File: config.mk
export PLATFORM = sky130hd
export DESIGN_NAME = bounding_box_tracker_flat
export DESIGN_NICKNAME = d
export VERILOG_FILES = /design/src/rtl/bbt_pkg.sv /design/src/rtl/bbt_if.sv /design/src/rtl/bbt_front.sv /design/src/rtl/bbt_queue.sv /design/src/rtl/bbt_back.sv /design/src/rtl/bounding_box_tracker.sv /design/src/flat_wrapper.sv
export SDC_FILE = /design/constraint.sdc
export NUM_CORES = 2
export LEC_CHECK = 0
export BUFFER_PORTS_ARGS = -buffer_cell sky130_fd_sc_hd__buf_2
export CORE_AREA = 4 4 300 449
export DETAILED_ROUTE_END_ITERATION = 6
export DIE_AREA = 0 0 304 453
export PLACE_DENSITY = 0.66
export SLEW_MARGIN = 20
export SYNTH_ARGS = -nofsm -noshare
export SYNTH_HDL_FRONTEND = slang
export SYNTH_SLANG_ARGS = --single-unit
File: constraint.sdc
create_clock -name clk_i -period 26.1 [get_ports clk_i]
set_input_delay 2.61 -clock clk_i [delete_from_list [all_inputs] [get_ports clk_i]]
set_output_delay 2.61 -clock clk_i [all_outputs]
set_load 0.01 [all_outputs]
File: src/rtl/bbt_pkg.sv
// Shared constants and types of the bounding box tracker.
`default_nettype none

package bbt_pkg;

  // Number of coordinate axes of a point.
  localparam int unsigned NUM_AXES   = 3;
  localparam int unsigned AXIS_IDX_W = $clog2(NUM_AXES);
  localparam int unsigned AXIS_CNT_W = $clog2(NUM_AXES + 1);

  // Depth of the box queue between the front and the back.
  localparam int unsigned Q_DEPTH = 2;
  localparam int unsigned Q_PTR_W = $clog2(Q_DEPTH);
  localparam int unsigned Q_CNT_W = $clog2(Q_DEPTH + 1);

  // Fill status of the box queue.
  typedef struct packed {
    logic full;
    logic empty;
  } q_status_t;

endpackage

`default_nettype wire

File: src/rtl/bbt_if.sv
// Point and result channel interfaces of the bounding box tracker.
`default_nettype none

interface bbt_point_if #(
  parameter int unsigned COORD_BITS = 24
);
  logic                         valid;
  logic                         ready;
  logic signed [COORD_BITS-1:0] coord_x;
  logic signed [COORD_BITS-1:0] coord_y;
  logic signed [COORD_BITS-1:0] coord_z;
  logic                         last_point;

  modport source (output valid, coord_x, coord_y, coord_z, last_point, input ready);
  modport sink   (input valid, coord_x, coord_y, coord_z, last_point, output ready);
endinterface

interface bbt_result_if #(
  parameter int unsigned COORD_BITS = 24
);
  logic                         valid;
  logic                         ready;
  logic signed [COORD_BITS-1:0] center_x;
  logic signed [COORD_BITS-1:0] center_y;
  logic signed [COORD_BITS-1:0] center_z;
  logic        [COORD_BITS-1:0] extent_x;
  logic        [COORD_BITS-1:0] extent_y;
  logic        [COORD_BITS-1:0] extent_z;
  logic        [COORD_BITS:0]   diagonal;

  modport source (output valid, center_x, center_y, center_z, extent_x, extent_y, extent_z,
                  diagonal, input ready);
  modport sink   (input valid, center_x, center_y, center_z, extent_x, extent_y, extent_z,
                  diagonal, output ready);
endinterface

`default_nettype wire

File: src/rtl/bbt_front.sv
// Front of the tracker: running per-axis minimum and maximum of the points.
`default_nettype none

module bbt_front
  import bbt_pkg::*;
#(
  parameter int unsigned COORD_BITS = 24
) (
  input  wire logic                                 clk_i,
  input  wire logic                                 rst_ni,
  input  wire logic                                 pt_valid_i,
  output logic                                      pt_ready_o,
  input  wire logic [NUM_AXES*COORD_BITS-1:0]       pt_coord_i,
  input  wire logic                                 pt_last_i,
  input  wire q_status_t                            q_stat_i,
  output logic                                      push_o,
  output logic      [2*NUM_AXES*COORD_BITS-1:0]     box_o
);

  logic signed [COORD_BITS-1:0] low_q  [NUM_AXES];
  logic signed [COORD_BITS-1:0] high_q [NUM_AXES];
  logic signed [COORD_BITS-1:0] low_d  [NUM_AXES];
  logic signed [COORD_BITS-1:0] high_d [NUM_AXES];
  logic                         empty_q;
  logic                         accept;

  // A closing point needs a free queue slot; holding all points back while the
  // queue is full keeps the rule simple.
  assign pt_ready_o = ~q_stat_i.full;
  assign accept     = pt_valid_i & pt_ready_o;
  assign push_o     = accept & pt_last_i;

  always_comb begin
    for (int a = 0; a < NUM_AXES; a++) begin
      logic signed [COORD_BITS-1:0] p;
      p = $signed(pt_coord_i[a*COORD_BITS +: COORD_BITS]);
      if (empty_q) begin
        low_d[a]  = p;
        high_d[a] = p;
      end else begin
        low_d[a]  = (p < low_q[a])  ? p : low_q[a];
        high_d[a] = (p > high_q[a]) ? p : high_q[a];
      end
      box_o[a*COORD_BITS +: COORD_BITS]              = low_d[a];
      box_o[(NUM_AXES+a)*COORD_BITS +: COORD_BITS]   = high_d[a];
    end
  end

  always_ff @(posedge clk_i or negedge rst_ni) begin
    if (!rst_ni) begin
      empty_q <= 1'b1;
      for (int a = 0; a < NUM_AXES; a++) begin
        low_q[a]  <= '0;
        high_q[a] <= '0;
      end
    end else if (accept) begin
      if (pt_last_i) begin
        empty_q <= 1'b1;
        for (int a = 0; a < NUM_AXES; a++) begin
          low_q[a]  <= '0;
          high_q[a] <= '0;
        end
      end else begin
        empty_q <= 1'b0;
        for (int a = 0; a < NUM_AXES; a++) begin
          low_q[a]  <= low_d[a];
          high_q[a] <= high_d[a];
        end
      end
    end
  end

endmodule

`default_nettype wire

File: src/rtl/bbt_queue.sv
// Short queue of finished boxes between the front and the back.
`default_nettype none

module bbt_queue
  import bbt_pkg::*;
#(
  parameter int unsigned WIDTH = 144
) (
  input  wire logic             clk_i,
  input  wire logic             rst_ni,
  input  wire logic             push_i,
  input  wire logic [WIDTH-1:0] data_i,
  input  wire logic             pop_i,
  output logic      [WIDTH-1:0] data_o,
  output q_status_t             stat_o
);

  logic [WIDTH-1:0]   mem_q [Q_DEPTH];
  logic [Q_PTR_W-1:0] wr_ptr_q;
  logic [Q_PTR_W-1:0] rd_ptr_q;
  logic [Q_CNT_W-1:0] cnt_q;
  logic [Q_CNT_W-1:0] cnt_d;

  assign data_o       = mem_q[rd_ptr_q];
  assign stat_o.full  = (cnt_q == Q_CNT_W'(Q_DEPTH));
  assign stat_o.empty = (cnt_q == '0);

  always_comb begin
    cnt_d = cnt_q;
    if (push_i && !pop_i) begin
      cnt_d = cnt_q + 1'b1;
    end else if (pop_i && !push_i) begin
      cnt_d = cnt_q - 1'b1;
    end
  end

  always_ff @(posedge clk_i or negedge rst_ni) begin
    if (!rst_ni) begin
      wr_ptr_q <= '0;
      rd_ptr_q <= '0;
      cnt_q    <= '0;
    end else begin
      cnt_q <= cnt_d;
      if (push_i) begin
        wr_ptr_q <= wr_ptr_q + 1'b1;
      end
      if (pop_i) begin
        rd_ptr_q <= rd_ptr_q + 1'b1;
      end
    end
  end

  always_ff @(posedge clk_i) begin
    if (push_i) begin
      mem_q[wr_ptr_q] <= data_i;
    end
  end

endmodule

`default_nettype wire

File: src/rtl/bbt_back.sv
// Back of the tracker: centre, extents and diagonal of one finished box.
`default_nettype none

module bbt_back
  import bbt_pkg::*;
#(
  parameter int unsigned COORD_BITS = 24
) (
  input  wire logic                                clk_i,
  input  wire logic                                rst_ni,
  input  wire q_status_t                           q_stat_i,
  input  wire logic [2*NUM_AXES*COORD_BITS-1:0]    box_i,
  output logic                                     pop_o,
  output logic                                     res_valid_o,
  input  wire logic                                res_ready_i,
  output logic      [NUM_AXES*COORD_BITS-1:0]      res_center_o,
  output logic      [NUM_AXES*COORD_BITS-1:0]      res_extent_o,
  output logic      [COORD_BITS:0]                 res_diag_o
);

  localparam int unsigned RootW = COORD_BITS + 1;
  localparam int unsigned RadW  = 2 * RootW;
  localparam int unsigned RemW  = RootW + 2;
  localparam int unsigned RcntW = $clog2(RootW);
  localparam int unsigned ProdW = 2 * COORD_BITS;

  typedef enum logic [3:0] {
    S_IDLE   = 4'b0001,
    S_SQUARE = 4'b0010,
    S_ROOT   = 4'b0100,
    S_DONE   = 4'b1000
  } state_e;

  state_e                      state_q, state_d;
  logic [COORD_BITS-1:0]       ext_q [NUM_AXES];
  logic [COORD_BITS-1:0]       ctr_q [NUM_AXES];
  logic [AXIS_CNT_W-1:0]       sq_cnt_q;
  logic [ProdW-1:0]            prod_q;
  logic [RadW-1:0]             acc_q;
  logic [RadW-1:0]             rad_q;
  logic [RemW-1:0]             rem_q;
  logic [RootW-1:0]            root_q;
  logic [RcntW-1:0]            rcnt_q;
  logic                        out_vld_q;
  logic [NUM_AXES*COORD_BITS-1:0] out_ctr_q;
  logic [NUM_AXES*COORD_BITS-1:0] out_ext_q;
  logic [COORD_BITS:0]         out_diag_q;

  logic [COORD_BITS-1:0]       ext_sel;
  logic [RemW-1:0]             rem_sh;
  logic [RemW-1:0]             trial;
  logic                        fits;
  logic                        load_out;
  logic [RadW-1:0]             acc_sum;

  assign pop_o    = (state_q == S_IDLE) && !q_stat_i.empty;
  assign load_out = (state_q == S_DONE) && (!out_vld_q || res_ready_i);

  assign ext_sel = (sq_cnt_q < AXIS_CNT_W'(NUM_AXES)) ? ext_q[sq_cnt_q[AXIS_IDX_W-1:0]] : '0;
  assign acc_sum = acc_q + RadW'(prod_q);

  // One root bit per step: bring down two radicand bits, try subtracting 4r+1.
  assign rem_sh = {rem_q[RemW-3:0], rad_q[RadW-1 -: 2]};
  assign trial  = {root_q, 2'b01};
  assign fits   = (rem_sh >= trial);

  always_comb begin
    state_d = state_q;
    case (state_q)
      S_IDLE:   if (!q_stat_i.empty) state_d = S_SQUARE;
      S_SQUARE: if (sq_cnt_q == AXIS_CNT_W'(NUM_AXES)) state_d = S_ROOT;
      S_ROOT:   if (rcnt_q == '0) state_d = S_DONE;
      S_DONE:   if (load_out) state_d = S_IDLE;
      default:  state_d = S_IDLE;
    endcase
  end

  always_ff @(posedge clk_i or negedge rst_ni) begin
    if (!rst_ni) begin
      state_q   <= S_IDLE;
      out_vld_q <= 1'b0;
    end else begin
      state_q <= state_d;
      if (load_out) begin
        out_vld_q <= 1'b1;
      end else if (res_ready_i) begin
        out_vld_q <= 1'b0;
      end
    end
  end

  always_ff @(posedge clk_i) begin
    case (state_q)
      S_IDLE: begin
        sq_cnt_q <= '0;
        acc_q    <= '0;
        for (int a = 0; a < NUM_AXES; a++) begin
          logic signed [COORD_BITS-1:0] lo;
          logic signed [COORD_BITS-1:0] hi;
          logic signed [COORD_BITS:0]   sum;
          lo       = $signed(box_i[a*COORD_BITS +: COORD_BITS]);
          hi       = $signed(box_i[(NUM_AXES+a)*COORD_BITS +: COORD_BITS]);
          sum      = {lo[COORD_BITS-1], lo} + {hi[COORD_BITS-1], hi};
          ext_q[a] <= hi - lo;
          ctr_q[a] <= sum[COORD_BITS:1];
        end
      end
      S_SQUARE: begin
        // Square of one axis per cycle; the previous square is summed behind it.
        prod_q   <= ProdW'(ext_sel) * ProdW'(ext_sel);
        sq_cnt_q <= sq_cnt_q + 1'b1;
        if (sq_cnt_q != '0) begin
          acc_q <= acc_sum;
        end
        if (sq_cnt_q == AXIS_CNT_W'(NUM_AXES)) begin
          rad_q  <= acc_sum;
          rem_q  <= '0;
          root_q <= '0;
          rcnt_q <= RcntW'(RootW - 1);
        end
      end
      S_ROOT: begin
        rad_q  <= {rad_q[RadW-3:0], 2'b00};
        rcnt_q <= rcnt_q - 1'b1;
        if (fits) begin
          rem_q  <= rem_sh - trial;
          root_q <= {root_q[RootW-2:0], 1'b1};
        end else begin
          rem_q  <= rem_sh;
          root_q <= {root_q[RootW-2:0], 1'b0};
        end
      end
      S_DONE: begin
        if (load_out) begin
          for (int a = 0; a < NUM_AXES; a++) begin
            out_ctr_q[a*COORD_BITS +: COORD_BITS] <= ctr_q[a];
            out_ext_q[a*COORD_BITS +: COORD_BITS] <= ext_q[a];
          end
          out_diag_q <= root_q;
        end
      end
      default: begin
        sq_cnt_q <= '0;
      end
    endcase
  end

  assign res_valid_o  = out_vld_q;
  assign res_center_o = out_ctr_q;
  assign res_extent_o = out_ext_q;
  assign res_diag_o   = out_diag_q;

endmodule

`default_nettype wire

File: src/rtl/bounding_box_tracker.sv
// Top level of the bounding box tracker: front, box queue and back.
//
//   Channel   Dir  Transfer carries
//   point_i   in   coord_x, coord_y, coord_z (signed), last_point
//   result_o  out  center_x/y/z (signed), extent_x/y/z, diagonal
//
// Points are taken one per cycle unless the queue is full; the min/max update
// of the front is a single compare-and-select per axis. A point with
// last_point set closes the box and pushes it into a two-entry queue, and the
// front starts a fresh box in the next cycle. The back works on one box at a
// time: it captures extents and centre, forms the squares on a single shared
// multiplier, runs the bit-serial square root and loads the output register.
// The output register holds a result until it is taken, while the front keeps
// collecting points; the front stalls only when both queue slots hold boxes.
// Reset is asynchronous and active low; it empties the queue and the box.
`default_nettype none

module bounding_box_tracker
  import bbt_pkg::*;
#(
  parameter int unsigned COORD_BITS = 24
) (
  input  wire logic     clk_i,
  input  wire logic     rst_ni,
  bbt_point_if.sink     point_i,
  bbt_result_if.source  result_o
);

  localparam int unsigned BoxW = 2 * NUM_AXES * COORD_BITS;

  logic                             push;
  logic                             pop;
  q_status_t                        q_stat;
  logic [BoxW-1:0]                  box_in;
  logic [BoxW-1:0]                  box_out;
  logic [NUM_AXES*COORD_BITS-1:0]   coord;
  logic [NUM_AXES*COORD_BITS-1:0]   center;
  logic [NUM_AXES*COORD_BITS-1:0]   extent;

  // Axis order within the packed point and result vectors is x, y, z.
  assign coord = {point_i.coord_z, point_i.coord_y, point_i.coord_x};

  bbt_front #(
    .COORD_BITS (COORD_BITS)
  ) u_front (
    .clk_i      (clk_i),
    .rst_ni     (rst_ni),
    .pt_valid_i (point_i.valid),
    .pt_ready_o (point_i.ready),
    .pt_coord_i (coord),
    .pt_last_i  (point_i.last_point),
    .q_stat_i   (q_stat),
    .push_o     (push),
    .box_o      (box_in)
  );

  bbt_queue #(
    .WIDTH (BoxW)
  ) u_queue (
    .clk_i  (clk_i),
    .rst_ni (rst_ni),
    .push_i (push),
    .data_i (box_in),
    .pop_i  (pop),
    .data_o (box_out),
    .stat_o (q_stat)
  );

  bbt_back #(
    .COORD_BITS (COORD_BITS)
  ) u_back (
    .clk_i        (clk_i),
    .rst_ni       (rst_ni),
    .q_stat_i     (q_stat),
    .box_i        (box_out),
    .pop_o        (pop),
    .res_valid_o  (result_o.valid),
    .res_ready_i  (result_o.ready),
    .res_center_o (center),
    .res_extent_o (extent),
    .res_diag_o   (result_o.diagonal)
  );

  assign result_o.center_x = center[0*COORD_BITS +: COORD_BITS];
  assign result_o.center_y = center[1*COORD_BITS +: COORD_BITS];
  assign result_o.center_z = center[2*COORD_BITS +: COORD_BITS];
  assign result_o.extent_x = extent[0*COORD_BITS +: COORD_BITS];
  assign result_o.extent_y = extent[1*COORD_BITS +: COORD_BITS];
  assign result_o.extent_z = extent[2*COORD_BITS +: COORD_BITS];

  // A closed box is never pushed into a full queue.
  a_no_overflow: assert property (@(posedge clk_i) disable iff (!rst_ni)
    push |-> !q_stat.full)
    else $error("box pushed into a full queue");

  // The back never takes a box from an empty queue.
  a_no_underflow: assert property (@(posedge clk_i) disable iff (!rst_ni)
    pop |-> !q_stat.empty)
    else $error("box popped from an empty queue");

  // A push into an empty queue with no pop leaves exactly one box behind.
  a_push_fills: assert property (@(posedge clk_i) disable iff (!rst_ni)
    (push && !pop && q_stat.empty) |=> (!q_stat.empty && !q_stat.full))
    else $error("queue count wrong after a push");

endmodule

`default_nettype wire

File: src/flat_wrapper.sv
// flat-port wrapper written by rule: the top's interface ports become plain ports
module bounding_box_tracker_flat import bbt_pkg::*;
#(
  parameter int unsigned COORD_BITS = 24
)
  (clk_i, rst_ni, point_i_valid, point_i_coord_x, point_i_coord_y, point_i_coord_z, point_i_last_point, point_i_ready, result_o_valid, result_o_center_x, result_o_center_y, result_o_center_z, result_o_extent_x, result_o_extent_y, result_o_extent_z, result_o_diagonal, result_o_ready);
  bbt_point_if #(.COORD_BITS(COORD_BITS)) point_i_i ();
  bbt_result_if #(.COORD_BITS(COORD_BITS)) result_o_i ();
  input  wire logic clk_i;
  input  wire logic rst_ni;
  input wire logic [$bits(point_i_i.valid)-1:0] point_i_valid;
  input wire logic [$bits(point_i_i.coord_x)-1:0] point_i_coord_x;
  input wire logic [$bits(point_i_i.coord_y)-1:0] point_i_coord_y;
  input wire logic [$bits(point_i_i.coord_z)-1:0] point_i_coord_z;
  input wire logic [$bits(point_i_i.last_point)-1:0] point_i_last_point;
  output wire logic [$bits(point_i_i.ready)-1:0] point_i_ready;
  output wire logic [$bits(result_o_i.valid)-1:0] result_o_valid;
  output wire logic [$bits(result_o_i.center_x)-1:0] result_o_center_x;
  output wire logic [$bits(result_o_i.center_y)-1:0] result_o_center_y;
  output wire logic [$bits(result_o_i.center_z)-1:0] result_o_center_z;
  output wire logic [$bits(result_o_i.extent_x)-1:0] result_o_extent_x;
  output wire logic [$bits(result_o_i.extent_y)-1:0] result_o_extent_y;
  output wire logic [$bits(result_o_i.extent_z)-1:0] result_o_extent_z;
  output wire logic [$bits(result_o_i.diagonal)-1:0] result_o_diagonal;
  input wire logic [$bits(result_o_i.ready)-1:0] result_o_ready;
  assign point_i_i.valid = point_i_valid;
  assign point_i_i.coord_x = point_i_coord_x;
  assign point_i_i.coord_y = point_i_coord_y;
  assign point_i_i.coord_z = point_i_coord_z;
  assign point_i_i.last_point = point_i_last_point;
  assign point_i_ready = point_i_i.ready;
  assign result_o_valid = result_o_i.valid;
  assign result_o_center_x = result_o_i.center_x;
  assign result_o_center_y = result_o_i.center_y;
  assign result_o_center_z = result_o_i.center_z;
  assign result_o_extent_x = result_o_i.extent_x;
  assign result_o_extent_y = result_o_i.extent_y;
  assign result_o_extent_z = result_o_i.extent_z;
  assign result_o_diagonal = result_o_i.diagonal;
  assign result_o_i.ready = result_o_ready;
  bounding_box_tracker #(.COORD_BITS(COORD_BITS)) u_core (.clk_i(clk_i), .rst_ni(rst_ni), .point_i(point_i_i), .result_o(result_o_i));
endmodule
* After elaboration in Yosys (flattened, before gate mapping)
Memory sizes are Yosys's and may differ from the RTL's. A register that Yosys moved wholly into a read port is not among the register bits.
Cells that the tools add are included.
** Word-level totals
- Flip-flop bits (word level) :: 384
- Latch bits :: 0
- Bits in writable memories :: 432
- ROM bits :: 0
- Input port bits :: 77
- Word-level logic and storage cells :: 124
- Memories kept :: 3
** Cells by class
- Add/sub/neg operators :: 14
- Multiply operators :: 1
- Divide/modulo/power cells :: 0
- $lt $le $gt $ge :: 8
- Equal/unequal tests :: 11
- Shifts and indexed selects :: 0
- Muxes and demuxes :: 43
- Bitwise logic cells :: 3
- Reduce and logical (&&, ||, !) cells :: 21
** Memory list
- u_core.u_queue.mem_q :: depth 2, bits a word 144, read ports 1, clocked after Yosys merged registers in 0, wr ports 1, RTL line bbt_queue.sv:18 : logic [WIDTH-1:0] mem_q [Q_DEPTH];
- u_core.u_back.ctr_q :: depth 3, bits a word 24, read ports 3, clocked after Yosys merged registers in 3, wr ports 3, RTL line bbt_back.sv:36 : logic [COORD_BITS-1:0] ctr_q [NUM_AXES];
- u_core.u_back.ext_q :: depth 3, bits a word 24, read ports 4, clocked after Yosys merged registers in 4, wr ports 3, RTL line bbt_back.sv:35 : logic [COORD_BITS-1:0] ext_q [NUM_AXES];
** Operators with widths (number)
- two-way mux 24 bit :: 13
- case mux 50 bit (2 select lines) :: 2
- two-way mux 72 bit :: 2
- two-way mux 50 bit :: 2
- case mux 25 bit (2 select lines) :: 2
- adder 24 x 24 -> 25 bit :: 3
- two-way mux 25 bit :: 3
- greater-than comparator 24 bit :: 3
- < comparator 24 bit :: 3
- subtractor 24 bit :: 3
- adder 50 x 48 -> 50 bit :: 1
- multiplier 24 x 24 -> 48 bit :: 1
- greater-or-equal comparator 27 bit :: 1
- subtractor 25 bit :: 1
- two-way mux 4 bit :: 4
- case mux 4 bit (4 select lines) :: 1
- != test 2 bit, second input constant :: 5
- case mux 5 bit (2 select lines) :: 1
- nonzero test 2 bit :: 5
- two-way mux 1 bit :: 8
- two-way mux 2 bit :: 3
- AND reduction 2 bit :: 3
- zero test 5 bit :: 1
- two-way mux 5 bit :: 1
- 19 further kinds :: 29

* Depth between registers and ports, before layout
- Depth in word-level cells :: 8
- Depth in mapped cells :: 35

* By module
From an unflattened synthesis, not the netlist that was laid out.
** Second synthesis, totals
- Cell total of the unflattened synthesis :: 6017
- Area, all modules :: 66994.3 µm²
** Modules (own cells, without submodules)
- bbt_back :: times used 1, cells each 4500, area an instance 45473.6 µm², seq. area each 15691.3 µm²
- bbt_queue :: times used 1, cells each 464, area an instance 10767.8 µm², seq. area each 8748.4 µm²
- bbt_front :: times used 1, cells each 1053, area an instance 10752.8 µm², seq. area each 3629.7 µm²

* Least setup slack after synthesis
Ideal clock, no wire load.
- Kind :: register -> register
- From :: register u_core.u_back.state_q[0]
- To :: register u_core.u_queue.cnt_q[1]
- Setup time :: 0.079 ns
- Data arrival time :: 19.797 ns
- Data required time :: 26.021 ns
- Setup slack :: 6.224 ns
- Cell stages (with the launch flop) :: 7
- Buffers on the path :: 0
- Cell sequence :: dfstp_2 -> nor4b_1 -> o21ai_0 -> ha_1 -> xor2_1 -> nor2_1 -> xor2_1
** Between the ends
- Cells in the longest elaborated chain, start to end :: 5
- Elaborated cells between the ends (all ways) :: 7
** Ends and longest elaborated chain
- from (decl) :: RTL line bbt_back.sv:34 : state_e state_q, state_d;
- from (signal assigned) :: RTL line bbt_back.sv:83 : state_q <= state_d;
- == test 4 x 1 -> 1 bit * :: RTL line bbt_back.sv:56 : assign pop_o = (state_q == S_IDLE) && !q_stat_i.empty;
- logical AND 1 bit * :: RTL line bbt_back.sv:56
- zero test 1 bit :: RTL line bbt_queue.sv:30 : if (push_i && !pop_i) begin
- logical AND 1 bit :: RTL line bbt_queue.sv:30
- two-way mux 2 bit / nonzero test 2 bit (equally long branches)
- to (signal assigned) :: RTL line bbt_queue.sv:43 : cnt_q <= cnt_d;
- to (decl) :: RTL line bbt_queue.sv:21 : logic [Q_CNT_W-1:0] cnt_q;
Every way passes the cells marked *; elsewhere a longest branch is shown, timed or not.
A chain may end at the register's enable or synchronous reset.

==> summary by stage <==
Global routing
The number of antenna violations at the first check in global routing is 17. The total overflow left after global routing is 0. The largest net degree at the start of global routing is between 100 and 150. The number of global-route vias before repair is 44,600. The global-route total usage across every layer is a little under a quarter. The wire length of the first global-routing pass is roughly 250,000 um.

Die
The die covers between 100,000 and 150,000 um^2. The die boundary height is 453 um. The initial cell density of the core is between 40% and 50%. The number of ports placed on the die boundary is ~250. The cell row count is 163.

The core box area is around 130,000 um^2. The floorplan die width is 304 um.

Hold path
For hold timing, the worst endpoint is result_o_center_x[14]. In this run the most critical hold path is launched from u_core.u_back.ctr_q[0][14]. The path class of the tightest hold or removal check is reg2reg. Along the worst hold path, the cell count comes to 0.

Synthesis
The count of flip-flops with a built-in enable after synthesis is between 800 and 900. The xor/xnor share of the synthesized area is 3.27%. The area fraction in and, or, nand and nor cells after synthesis is between 8 and 9%. The main flop type after synthesis is sky130_fd_sc_hd__edfxtp_1. Summing the areas of all fa, ha and maj instances in the mapped netlist gives approximately a quarter of the synthesized area.

The portion of the post-synthesis area used by sequential elements is between 40% and 50%. The number of warning messages in the yosys log is 0. The main combinational cell family by area after synthesis is adder cells. Yosys instantiated no cell more often than sky130_fd_sc_hd__inv_1. The mean instance size in the synthesized netlist is about 11 um^2. The post-synth net total is between 6,000 and 7,000. The post-synthesis instance total is between 5,000 and 6,000. After synthesis the netlist holds a flip-flop and latch count of roughly 960. Sorting the synthesized cells by area gives the leading types as sky130_fd_sc_hd__edfxtp_1, sky130_fd_sc_hd__fa_1, sky130_fd_sc_hd__ha_1, sky130_fd_sc_hd__dfrtp_1, sky130_fd_sc_hd__inv_1. The biggest area consumer among synthesized cells is sky130_fd_sc_hd__edfxtp_1. The proportion of synthesized area in mux cells is roughly 4%. The synthesized netlist devotes approximately 11% of its cell area to compound gates. Of all flip-flops after synthesis, the portion carrying an async set or reset was between 10% and 20%. The cell area after synthesis is about 65,000 um^2. The share of the synthesized area in the top cell type is between 30% and 40%. The count of unique library cells instantiated by Yosys is 90. After synthesis, the most frequently instantiated cells are sky130_fd_sc_hd__inv_1, sky130_fd_sc_hd__edfxtp_1, sky130_fd_sc_hd__ha_1.

Worst setup path
The kind of end point of the critical path is a register. The cell with the biggest individual delay on the critical path is sky130_fd_sc_hd__dfxtp_2. The kind of start point of the critical path is a register. For this run, the slowest stage of the critical path takes approximately 0.84 ns. The capture instance of the worst register-to-register path is u_core.u_back.prod_q[47].

The maximum fanout count along the critical path is between 40 and 50. The cell count of the worst reg-to-reg path is 31. The most repeated library cell on the critical path is sky130_fd_sc_hd__inv_1. The arrival time of the worst setup path is around 9.8 ns.

At the worst endpoint, the required time is roughly 27 ns. The worst register-to-register path has a setup slack of between 15 and 20 ns. The category of the most critical setup path is reg2reg.

Timing
The final number of hold-violating endpoints came to 0. The setup violation total in the final timing report is 0. The sum of negative setup slack is 0 ns. Headroom to the max-slew limit came out at about 27%. Across the routed clock network, the largest skew measured is between 0.05 and 0.06 ns. The clock period minus worst slack is approximately 9.4 ns. Timing would allow up to 107 MHz.

Of the available clock period, the critical path in the final layout requires a little over a third. Setup repair after global routing left no endpoint under its margin. At the pin with the least slew margin, the transition time is ~1.1 ns. The max-slew violation count is 0. The minimum setup slack in the final design is 16.71 ns.

Drt
The count of unresolved DRC violations after routing is 0. Wires add up to 166,000 um. The routed via count is ~43,000.

The count of nets left with antenna violations once routing finished came out at 0. The via count normalized by instance count is 5.48. The average wire per standard cell is around 21 um.

The count of TritonRoute iterations in the first routing pass is 7. In this run, the number of DRC markers left after iteration 0 of detailed routing was 2,777.

Placed design
The sum of net half-perimeters after detailed placement is between 100,000 and 150,000 um. The count of input and output buffers is 247. The final RePlAce weighted congestion is 0.963. The minimum setup slack after placement is about 17 ns.

Clock network
After clock tree synthesis, the repair step resized 0 gates. The cell chosen for the clock root is sky130_fd_sc_hd__clkbuf_16. The clock-pin transition on the worst setup and hold timing paths is about 0.080 ns. The post-CTS setup buffer count is 0. The later pin in the worst-skew pair is clocked with a latency of between 0.7 and 0.8 ns. The maximum clock insertion buffer count is 3.

The sink count of the clock tree is around 960. The number of hold buffers added after CTS is 0. Clock tree synthesis inserted a total of 95 buffers. The CTS tree is yes. The H-tree generated during clock tree synthesis spans 3 levels.

Cells and area
The number of nets in the final layout is roughly 7,100. Cells fill 54.5% of the core in the end. The fraction of layout instances using a drive strength above 1 is 10.5%.

The synthesis-to-layout area growth is 9.89%.

Run
The count of maximum capacitance violations is 0.

Outcome
The flow ran to the end, and the final reports show no timing, DRC or antenna violations.
worst max-delay path, delay by kind of cell, from the launching register on:
kind | cells | cell delay, ns
flops | 1 | 0.84
compound gates | 10 | 2.62
buf+inv | 8 | 0.84
simple gates | 4 | 0.77
xor+xnor | 1 | 0.13
fa+ha+maj | 8 | 3.91
cell families (layout without fill, tap and decap cells):
group                      count (synthesis)  after routing
and+or+nand+nor                         1188           1188
buffers and inverters                   1186           1450
AOI/OAI and AO/OA                       1111           1111
DFF                                      961            961
adders and majority gates                958            958
xor gates and xnor gates                 243            243
muxes                                    240            240
other                                      0              8
registers in the layout, indices dropped and copies added (netlist names), 2 cells and up, named ones only:
name and flops:
u_core.u_back.rem_q 25, u_core.u_queue.mem_q 288, u_core.u_back.ext_q 72, result_o_extent_y 24, result_o_center_z 24, u_core.u_back.acc_q 50
result_o_center_y 24, result_o_center_x 24, result_o_extent_z 24, u_core.u_back.rad_q 50, u_core.u_back.res_diag_o 25, u_core.u_back.state_q 4
u_core.u_queue.cnt_q 2, u_core.u_back.ctr_q 72, u_core.u_back.rcnt_q 5, u_core.u_back.root_q 25, u_core.u_front.low_q 72, u_core.u_back.sq_cnt_q 2
result_o_extent_x 24, u_core.u_back.prod_q 47, u_core.u_front.high_q 72
worst max path at each step:
| stage | from | to | slack (ns) | cells after the start |
|---|---|---|---|---|
| CTS | register | u_core.u_back.prod_q[47] | 16.75 | 31 |
| detailed placement | register | u_core.u_back.prod_q[47] | 16.80 | 31 |
| global route | register | u_core.u_back.prod_q[47] | 16.17 | 28 |
| floorplan | u_core.u_back.state_q[0] | u_core.u_queue.cnt_q[1] | 6.22 | 6 |
| finish | register | u_core.u_back.prod_q[47] | 16.71 | 31 |
| global placement | register | u_core.u_back.prod_q[47] | 16.94 | 27 |
metrics by stage:
stage                     cell area (um^2)  hold WS, ns  instances
after global placement               68200        0.401       7704
after CTS                            71400        0.406       7883
final                                71500        0.407       7891
after global routing                 71400        0.418       7886
after floorplan                      65000        0.400       5887
after detailed placement             68200        0.405       7704
final cells by class:
cell class / instances / area [um^2]
antenna: 8 / 20.0
fill: 11300 / 59700
clock inverter: 72 / 828
multi-input combinational: 3740 / 32600
sequential: 961 / 28100
timing repair buffer: 299 / 1650
inverter: 972 / 3650
tap: 1732 / 2170
clock buffer: 107 / 2430
metal layers:
layer | share of wire (%) | GRT usage [%] | vias up
li1 | - | - | 20400
met1 | 40 | 29.1 | 21300
met2 | 49 | 41.1 | 1222
met3 | 6.2 | 4.53 | 328
met4 | 5.2 | 11.7 | 2
met5 | 0.0096 | 0 | -
cell usage in the layout (no fill, tap or decap), types with 37 or more instances in the layout:
| cell | netlist | layout |
|---|---|---|
| sky130_fd_sc_hd__mux2_2 | 128 | 128 |
| sky130_fd_sc_hd__nand2b_1 | 41 | 41 |
| sky130_fd_sc_hd__o21ai_0 | 193 | 193 |
| sky130_fd_sc_hd__xor2_1 | 77 | 77 |
| sky130_fd_sc_hd__edfxtp_1 | 805 | 805 |
| sky130_fd_sc_hd__nor2b_1 | 76 | 75 |
| sky130_fd_sc_hd__inv_1 | 960 | 959 |
| sky130_fd_sc_hd__o21bai_1 | 40 | 39 |
| sky130_fd_sc_hd__nand2_1 | 398 | 397 |
| sky130_fd_sc_hd__fa_1 | 429 | 429 |
| sky130_fd_sc_hd__nand4_1 | 43 | 43 |
| sky130_fd_sc_hd__buf_2 | 13 | 246 |
| sky130_fd_sc_hd__dfrtp_1 | 152 | 151 |
| sky130_fd_sc_hd__nor3_1 | 41 | 39 |
| sky130_fd_sc_hd__a21oi_1 | 270 | 270 |
| sky130_fd_sc_hd__nand3_1 | 37 | 37 |
| sky130_fd_sc_hd__xnor2_1 | 166 | 166 |
| sky130_fd_sc_hd__mux2i_1 | 81 | 81 |
| sky130_fd_sc_hd__ha_1 | 529 | 529 |
| sky130_fd_sc_hd__o21ai_1 | 65 | 63 |
| sky130_fd_sc_hd__o22ai_1 | 52 | 52 |
| sky130_fd_sc_hd__a21o_1 | 123 | 122 |
| sky130_fd_sc_hd__nor2_1 | 446 | 443 |
| sky130_fd_sc_hd__clkbuf_16 | 0 | 95 |
| sky130_fd_sc_hd__a211oi_1 | 54 | 45 |
| sky130_fd_sc_hd__a22o_1 | 74 | 74 |
| sky130_fd_sc_hd__a22oi_1 | 39 | 39 |
| sky130_fd_sc_hd__buf_4 | 0 | 51 |
Power is left out: the tool's default activity adds up to more than one toggle a clock period on the data nets, which glitch-free logic cannot reach.
